<file path="config.mk">
export PLATFORM = sky130hd
export DESIGN_NAME = sosv_ctrl
export DESIGN_NICKNAME = d
export VERILOG_FILES = /design/src/design/sosv_pkg.sv /design/src/design/sosv_ctrl.sv
export SDC_FILE = /design/constraint.sdc
export NUM_CORES = 1
export LEC_CHECK = 0
export ABC_CLOCK_PERIOD_IN_PS = 2000
export BUFFER_PORTS_ARGS = -buffer_cell sky130_fd_sc_hd__buf_2
export CORE_AREA = 2 2 42 52
export CTS_CLUSTER_DIAMETER = 150
export DETAILED_ROUTE_END_ITERATION = 8
export DIE_AREA = 0 0 44 54
export GPL_TIMING_DRIVEN = 0
export MAX_ROUTING_LAYER = met4
export PLACE_DENSITY_LB_ADDON = 0.25
export SLEW_MARGIN = 20
export SYNTH_ARGS = -nofsm -noshare
export SYNTH_HDL_FRONTEND = slang
export SYNTH_SLANG_ARGS = --single-unit
</file>
<file path="constraint.sdc">
create_clock -name clk -period 2 [get_ports clk]
set_input_delay 0.2 -clock clk [delete_from_list [all_inputs] [get_ports clk]]
set_output_delay 0.2 -clock clk [all_outputs]
set_load 0.02 [all_outputs]
</file>
<file path="src/design/sosv_pkg.sv">
// Shared types and constants for the spring oscillator Verlet stepper.
// No dependencies.
package sosv_pkg;

  localparam int unsigned ANGLE_LEN = 30;
  localparam logic signed [31:0] CORDIC_GAIN_Q30 = 32'sd652032874;

  typedef enum logic [2:0] {
    REG_RUN_ENABLE = 3'd0,
    REG_TIME_SCALE = 3'd1,
    REG_FIXED_STEP = 3'd2,
    REG_STIFFNESS  = 3'd3,
    REG_START_POS  = 3'd4,
    REG_START_VEL  = 3'd5,
    REG_PHASE_STEP = 3'd6
  } reg_idx_t;

  localparam logic OP_FRAME   = 1'b0;
  localparam logic OP_RESTART = 1'b1;

  // Datapath commands from the controller.
  typedef enum logic [3:0] {
    CMD_NONE,
    CMD_RESTART,
    CMD_SCALE,
    CMD_ACCUM,
    CMD_VA,
    CMD_VB,
    CMD_VC,
    CMD_VD,
    CMD_VE,
    CMD_VF,
    CMD_CORDIC_INIT,
    CMD_CORDIC_ITER,
    CMD_CORDIC_END,
    CMD_ERR_SQ,
    CMD_ERR_ADD
  } cmd_t;

  typedef struct packed {
    logic step_ok;  // leftover >= fixed_step
  } dp_status_t;

  function automatic logic [31:0] angle_at(input logic [4:0] i);
    logic [31:0] r;
    unique case (i)
      5'd0:  r = 32'd536870912;
      5'd1:  r = 32'd316933406;
      5'd2:  r = 32'd167458907;
      5'd3:  r = 32'd85004756;
      5'd4:  r = 32'd42667331;
      5'd5:  r = 32'd21354465;
      5'd6:  r = 32'd10679838;
      5'd7:  r = 32'd5340245;
      5'd8:  r = 32'd2670163;
      5'd9:  r = 32'd1335087;
      5'd10: r = 32'd667544;
      5'd11: r = 32'd333772;
      5'd12: r = 32'd166886;
      5'd13: r = 32'd83443;
      5'd14: r = 32'd41722;
      5'd15: r = 32'd20861;
      5'd16: r = 32'd10430;
      5'd17: r = 32'd5215;
      5'd18: r = 32'd2608;
      5'd19: r = 32'd1304;
      5'd20: r = 32'd652;
      5'd21: r = 32'd326;
      5'd22: r = 32'd163;
      5'd23: r = 32'd81;
      5'd24: r = 32'd41;
      5'd25: r = 32'd20;
      5'd26: r = 32'd10;
      5'd27: r = 32'd5;
      5'd28: r = 32'd3;
      5'd29: r = 32'd1;
      default: r = 32'd0;
    endcase
    return r;
  endfunction

  function automatic logic signed [31:0] sat32(input logic signed [65:0] v);
    logic signed [31:0] r;
    if (v > 66'sd2147483647) r = 32'sh7fffffff;
    else if (v < -66'sd2147483648) r = 32'sh80000000;
    else r = v[31:0];
    return r;
  endfunction

endpackage

</file>
<file path="src/design/sosv_ctrl.sv">
// Controller: sequences frame accumulation, Verlet steps, CORDIC and error sum.
// Depends on sosv_pkg.
module sosv_ctrl
  import sosv_pkg::*;
#(
  parameter int MAX_STEPS    = 16,
  parameter int CORDIC_ITERS = 16
) (
  input  logic       clk,
  input  logic       rst_n,
  input  logic       in_valid,
  input  logic       in_op,
  output logic       in_ready,
  input  logic       run_enable,
  input  dp_status_t status,
  output cmd_t       cmd,
  output logic [4:0] iter,
  output logic [6:0] steps,
  output logic       done,
  input  logic       out_free
);

  typedef enum logic [3:0] {
    S_IDLE, S_SCALE, S_ACCUM, S_CHECK, S_VA, S_VB, S_VC, S_VD, S_VE, S_VF,
    S_CINIT, S_CITER, S_CEND, S_ESQ, S_EADD, S_DONE
  } state_t;

  localparam int NITER = (CORDIC_ITERS < ANGLE_LEN) ? CORDIC_ITERS : ANGLE_LEN;

  state_t     state_r;
  logic [4:0] iter_r;
  logic [6:0] steps_r;

  assign in_ready = (state_r == S_IDLE) && out_free;
  assign iter  = iter_r;
  assign steps = steps_r;
  assign done  = state_r == S_DONE;

  always_comb begin
    unique case (state_r)
      S_SCALE: cmd = CMD_SCALE;
      S_ACCUM: cmd = CMD_ACCUM;
      S_VA:    cmd = CMD_VA;
      S_VB:    cmd = CMD_VB;
      S_VC:    cmd = CMD_VC;
      S_VD:    cmd = CMD_VD;
      S_VE:    cmd = CMD_VE;
      S_VF:    cmd = CMD_VF;
      S_CINIT: cmd = CMD_CORDIC_INIT;
      S_CITER: cmd = CMD_CORDIC_ITER;
      S_CEND:  cmd = CMD_CORDIC_END;
      S_ESQ:   cmd = CMD_ERR_SQ;
      S_EADD:  cmd = CMD_ERR_ADD;
      S_IDLE:  cmd = (in_valid && in_ready && in_op == OP_RESTART) ? CMD_RESTART
                                                                  : CMD_NONE;
      default: cmd = CMD_NONE;
    endcase
  end

  always_ff @(posedge clk) begin
    if (!rst_n) begin
      state_r <= S_IDLE;
      iter_r  <= '0;
      steps_r <= '0;
    end else begin
      unique case (state_r)
        S_IDLE: if (in_valid && in_ready) begin
          steps_r <= '0;
          state_r <= (in_op == OP_FRAME && run_enable) ? S_SCALE : S_DONE;
        end
        S_SCALE: state_r <= S_ACCUM;
        S_ACCUM: state_r <= S_CHECK;
        S_CHECK: state_r <= (status.step_ok && 32'(steps_r) < MAX_STEPS) ? S_VA : S_DONE;
        S_VA: state_r <= S_VB;
        S_VB: state_r <= S_VC;
        S_VC: state_r <= S_VD;
        S_VD: state_r <= S_VE;
        S_VE: state_r <= S_VF;
        S_VF: state_r <= S_CINIT;
        S_CINIT: begin iter_r <= '0; state_r <= S_CITER; end
        S_CITER: begin
          iter_r <= iter_r + 5'd1;
          if (32'(iter_r) == NITER - 1) state_r <= S_CEND;
        end
        S_CEND: state_r <= S_ESQ;
        S_ESQ:  state_r <= S_EADD;
        S_EADD: begin steps_r <= steps_r + 7'd1; state_r <= S_CHECK; end
        S_DONE: state_r <= S_IDLE;
        default: state_r <= S_IDLE;
      endcase
    end
  end

endmodule

</file>
==> results of run 1 <==
## path summary, 6_finish.rpt
path         cells past startpoint         end  startpoint
max                              7      cmd[0]  state_r[1]
min                              3    steps[6]       rst_n
max reg2reg                      6  state_r[1]     iter[0]
min reg2reg                      1    steps[6]    steps[6]
## layout make-up
| class | count | share of cell area, % |
|---|---|---|
| flip-flops and latches | 16 | 27.4 |
| clock buffers | 4 | 3.10 |
| repair buffers | 23 | 9.84 |
| multi-input cells | 95 | 51.7 |
| plain buffers | 8 | 4.28 |
| inverters | 5 | 1.60 |
| well taps | 20 | 2.14 |
## what timing repair did
action,CTS,global route
setup endpoints to repair,0,1
resized for setup,0,2
setup buffers,0,0
## registers in the layout, indices dropped and copies added, names as in the netlist
register and cells:
state_r 4, iter 5, steps 7
## stage by stage
stage	setup WS, ps	instances	cell area [sq um]
final	111	171	1170
after CTS	48.9	171	1160
after global routing	37.1	171	1170
after detailed placement	373	167	1130
after floorplan	485	124	986
after global placement	378	167	1130
## Yosys cell counts
cell type,number
a311oi_1,1
a211oi_1,1
o22ai_1,2
buf_4,1
nand2_2,1
inv_1,5
o211ai_1,2
nor3_2,1
buf_6,1
nor2_1,9
nor4_4,1
and4b_1,2
xor2_1,2
nand3b_2,1
nand4_1,3
nand3_1,7
nand2_1,18
a22oi_2,1
buf_2,5
clkbuf_1,1
a21o_1,1
ha_1,3
o21ai_0,5
and2_1,2
nor2b_1,1
mux2_2,1
a31oi_1,4
nor3b_1,4
a21oi_1,10
and3_1,1
o21ai_1,1
and2b_1,1
nor3_1,4
or4_1,1
nand4b_4,1
o31ai_1,1
o2111ai_1,1
dfxtp_1,16
or4b_1,1
## cell families (layout without fill, tap and decap cells)
family	after synthesis	in the layout	share of synthesized area (%)
buf+inv	13	40	6.73
compound gates	30	30	18.8
xor+xnor	2	2	1.78
flops	16	16	32.5
mux	1	1	1.14
fa+ha+maj	3	3	3.81
simple gates	59	59	35.3
## worst min-delay path: cells and delay by family
family,cells,cell delay [ps]
buffers and inverters,1,180
and+or+nand+nor,1,100
AOI/OAI and AO/OA,1,70
## power by group through the flow
stage	sequential, mW	clock [mW]	combinational, mW
after floorplan	0.393	0	0.546
after global placement	0.393	0	0.687
after detailed placement	0.394	0	0.694
after CTS	0.386	0.222	0.697
after global routing	0.392	0.234	0.767
final	0.387	0.216	0.707
## metal layers
layer  GRT usage, %  vias to the layer above  wire length, um
met1           24.7                      471              970
met2           36.0                       29             1130
met5              -                        -                0
li1               -                      503                -
met4           9.60                        0               25
met3           3.36                        4               82
==> impl_metrics.env, run 1 <==
export IMPL_final_max_slew_viol_count=0
export IMPL_routabilityCongestion=0.869
export IMPL_clockBufferDepth=2
export IMPL_leakage_nw=0.536
export IMPL_drcViolationCount=0
export IMPL_drtIter0Drc=19
export IMPL_peakVddDrop_uv=616
export IMPL_syn_inst=124
export IMPL_synth_area_top_cells="dfxtp_1 32%, nand2_1 6.9%, a21oi_1 5.1%, ha_1 3.8%, nand3_1 3.6%"
export IMPL_drv_cap=0
export IMPL_rrSetupSlack_ps=490
export IMPL_combPwrFrac_pct=54.0
export IMPL_synth_cell_type_count=39
export IMPL_powerDensity_nw_per_um2=1120
export IMPL_first_pass_iters=4
export IMPL_finalCriticalPeriod_ps=1890
export IMPL_whs_ps=311
export IMPL_internal_power_uw=743
export IMPL_ys_seq_elements=16
export IMPL_cts_made_buffers=3
export IMPL_fin_setup_tns_ps=0
export IMPL_clock_latency_ps=280
export IMPL_diodes=0
export IMPL_cp_end_kind="output port"
export IMPL_power_total_mw=1.31
export IMPL_mappedNetlistArea_sq_um=986
export IMPL_grt_pass1_wl_mm=3.71
export IMPL_final_cell_mix="27 x buf_2, 18 x nand2_1, 16 x dfxtp_1"
export IMPL_yosys_area_top_type="dfxtp_1"
export IMPL_wl_mm=2.21
export IMPL_core_sq_um=1940
export IMPL_synth_seq_area_share_pct=32.5
export IMPL_cp_data_arrival_time_ps=1690
export IMPL_cp_buffers_inverters=3
export IMPL_wl_per_cell_um=12.9
export IMPL_swShare_pct=43.3
export IMPL_io_buffers=23
export IMPL_path_class="reg2out"
export IMPL_dieArea_sq_um=2380
export IMPL_h_tree_depth=1
export IMPL_synth_fp_nets=134
export IMPL_io_pins=25
export IMPL_ant_nets=0
export IMPL_fin_crit_sh_pct=94.4
export IMPL_die_w_um=44
export IMPL_cp_max_fo=10
export IMPL_hp_class="in2reg"
export IMPL_route_vias_total=1007
export IMPL_slowest_stage="dfxtp_1"
export IMPL_worstPathRequired_ps=1800
export IMPL_crit_family="buffers and inverters"
export IMPL_rows=18
export IMPL_grt_max_degree=11
export IMPL_die_y_um=54
export IMPL_regArea_sq_um=320
export IMPL_cts_clk_slew_worst_paths_ps=100
export IMPL_rsz0062_at_grt="false"
export IMPL_place_hpwl_mm=1.65
export IMPL_ctsHoldBuffers=0
export IMPL_final_fill_count=201
export IMPL_crit_path_start_kind="flip-flop"
export IMPL_grt_usage_pct=21.3
export IMPL_slew_headroom_pct=75.7
export IMPL_ys_warn_count=0
export IMPL_cts_tree="done"
export IMPL_cts_sinks=16
export IMPL_post_route_util_pct=60.4
export IMPL_root_buffer="clkbuf_4"
export IMPL_clock_power_share_pct=16.5
export IMPL_area_growth_pct=18.7
export IMPL_multi_input_area_sq_um=604
export IMPL_layout_commonest_cell="buf_2"
export IMPL_avgSynthCellArea_sq_um=7.95
export IMPL_start_util_pct=50.9
export IMPL_viasPerCell=5.89
export IMPL_seq_power_share_pct=29.5
export IMPL_max_freq_ghz=0.529
export IMPL_worst_slew_pin_slew_ps=365
export IMPL_finalSetupViolCount=0
export IMPL_final_layout_size_suffix_gt1_share_pct=27.8
export IMPL_yosysTopAreaCellShare_pct=32.5
export IMPL_grt_pass1_vias=879
export IMPL_critPathMaxStageDelay_ps=320
export IMPL_status="complete, no violations"
export IMPL_cp_cell_sequence="clkbuf_4, buf_4, nand2_2, mux2_2, a22oi_2, o21ai_1, buf_2"
export IMPL_fin_skew_ps=3.50
export IMPL_gr_total_overflow=0
export IMPL_antenna_found_initial=0
export IMPL_hold_viol=0
export IMPL_nets=162
export IMPL_power_switching_uw=567
Note: power is estimated with default switching activity, not from simulation.
==> run 2, diff against run 1 <==
==> constraint.sdc (replaced) <==
create_clock -name clk -period 2 [get_ports clk]
set_input_delay 0 -clock clk [delete_from_list [all_inputs] [get_ports clk]]
set_output_delay 0 -clock clk [all_outputs]
set_load 0.02 [all_outputs]
==> impl_metrics.env, run 2 (synthesis gave the netlist of run 1 again) <==
export IMPL_critPathMaxStageDelay_ps=330
export IMPL_min_delay_start="rst_n"
export IMPL_hold_path_end="steps[6]"
export IMPL_dieArea_sq_um=2380
export IMPL_rsz0062_at_grt="false"
export IMPL_io_pins=25
export IMPL_rrSetupSlack_ps=490
export IMPL_first_pass_iters=4
export IMPL_die_y_um=54
export IMPL_hp_class="in2reg"
export IMPL_slowest_stage="nor4_4"
export IMPL_cts_made_buffers=3
export IMPL_powerDensity_nw_per_um2=1120
export IMPL_finalCriticalPeriod_ps=1740
export IMPL_wl_mm=2.20
export IMPL_gr_total_overflow=0
export IMPL_leakage_nw=0.536
export IMPL_final_cell_mix="28 x buf_2, 18 x nand2_1, 16 x dfxtp_1"
export IMPL_drcViolationCount=0
export IMPL_drtIter0Drc=14
export IMPL_cp_data_arrival_time_ps=1740
export IMPL_path_class="reg2out"
export IMPL_largest_register_ffs=7
export IMPL_routabilityCongestion=0.869
export IMPL_final_layout_size_suffix_gt1_share_pct=27.2
export IMPL_drv_cap=0
export IMPL_start_util_pct=50.9
export IMPL_pre_cts_slack_ps=522
export IMPL_hold_viol=0
export IMPL_ctsHoldBuffers=0
export IMPL_area_growth_pct=17.9
export IMPL_max_freq_ghz=0.574
export IMPL_cp_max_fo=7
export IMPL_grt_usage_pct=21.3
export IMPL_grt_pass1_wl_mm=3.71
export IMPL_fin_ws_ps=256
export IMPL_viasPerCell=5.92
export IMPL_fin_crit_sh_pct=87.2
export IMPL_worst_slew_pin_slew_ps=366
export IMPL_antenna_found_initial=0
export IMPL_place_hpwl_mm=1.65
export IMPL_grt_pass1_vias=879
export IMPL_cp_end_kind="output port"
export IMPL_fin_skew_ps=2.82
export IMPL_clock_latency_ps=280
export IMPL_root_buffer="clkbuf_4"
export IMPL_wl_per_cell_um=12.9
export IMPL_cp_cell_sequence="buf_2, nor4_4, nand3_1, o21ai_1, buf_2"
export IMPL_ctsResizeCount=0
export IMPL_peakVddDrop_uv=618
export IMPL_cts_tree="done"
export IMPL_worstPathRequired_ps=2000
export IMPL_r2r_end="state_r[1]"
export IMPL_finalSetupViolCount=0
export IMPL_status="complete, no violations"
export IMPL_core_sq_um=1940
export IMPL_die_w_um=44
export IMPL_cp_common_cell="buf_2"
export IMPL_nets=162
export IMPL_h_tree_depth=1
export IMPL_route_vias_total=1013
export IMPL_cts_sinks=16
export IMPL_slew_headroom_pct=75.6
export IMPL_cts_clk_slew_worst_paths_ps=100
export IMPL_layout_commonest_cell="buf_2"
export IMPL_rows=18
export IMPL_reg2reg_depth=6
export IMPL_holdPathStages=3
export IMPL_crit_path_start_kind="flip-flop"
export IMPL_grt_max_degree=11
export IMPL_ant_nets=0
export IMPL_post_cts_repair_setup_buffers=0
export IMPL_rr_startpoint="iter[0]"
export IMPL_diodes=0
export IMPL_fin_setup_tns_ps=0
export IMPL_final_max_slew_viol_count=0
export IMPL_io_buffers=23
export IMPL_clockBufferDepth=2
## run 2: cell types whose count changed in the layout (fill, tap and decap cells not counted)
cell / before / now
nand3_1: 6 / 7
buf_2: 27 / 28
nand3_2: 1 / 0
clkbuf_4: 4 / 3
## run 2: worst max path at each step
stage	slack, ps	cells after the start	endpoint	startpoint
2_1_floorplan	540	6	state_r[1]	iter[0]
3_3_place_gp	540	6	state_r[1]	iter[0]
3_5_place_dp	520	6	state_r[1]	iter[0]
4_1_cts	250	5	cmd[0]	state_r[3]
5_1_grt	160	5	cmd[0]	state_r[3]
6_report	260	5	cmd[0]	state_r[3]
## run 2: routing by layer
metal / wire, um / up-vias / track usage (%) / share of wire [%]
met2: 1130 / 36 / 36.0 / 51
met3: 87 / 4 / 3.36 / 3.9
met4: 27 / 0 / 9.60 / 1.2
met5: 0 / - / - / 0
li1: - / 501 / - / -
met1: 955 / 472 / 24.7 / 43
## run 2: metrics by stage
stage                     power, mW  utilization [%]  instances  hold slack, ps  cell area (sq um)
final                          1.30             60.0        171             111               1160
after global routing           1.38             60.0        171             143               1160
after CTS                      1.30             60.0        171            99.7               1160
after detailed placement       1.09             58.1        167             376               1130
after global placement         1.08             58.1        167             366               1130
after floorplan               0.939                -        124             183                986
## run 2: cell type report
class,instances,area (sq um)
Fill cell,202,774
Multi-Input combinational cell,95,599
Sequential cell,16,320
Timing Repair Buffer,23,115
Buffer,8,47.5
Clock buffer,4,36.3
Tap cell,20,25.0
Inverter,5,18.8
## run 2: power breakdown
group	switching, mW	leakage [nW]	internal [mW]
registers	0.0305	0.130	0.356
logic	0.428	0.385	0.271
clock network	0.105	0.0210	0.111
total	0.564	0.536	0.737
## run 2: critical path: cells and delay by family (launching register included)
kind                   cells  cell delay [ps]
AND/OR/NAND/NOR            2              620
buffers and inverters      2              360
flip-flops                 1              300
AO/OA/AOI/OAI              1              190
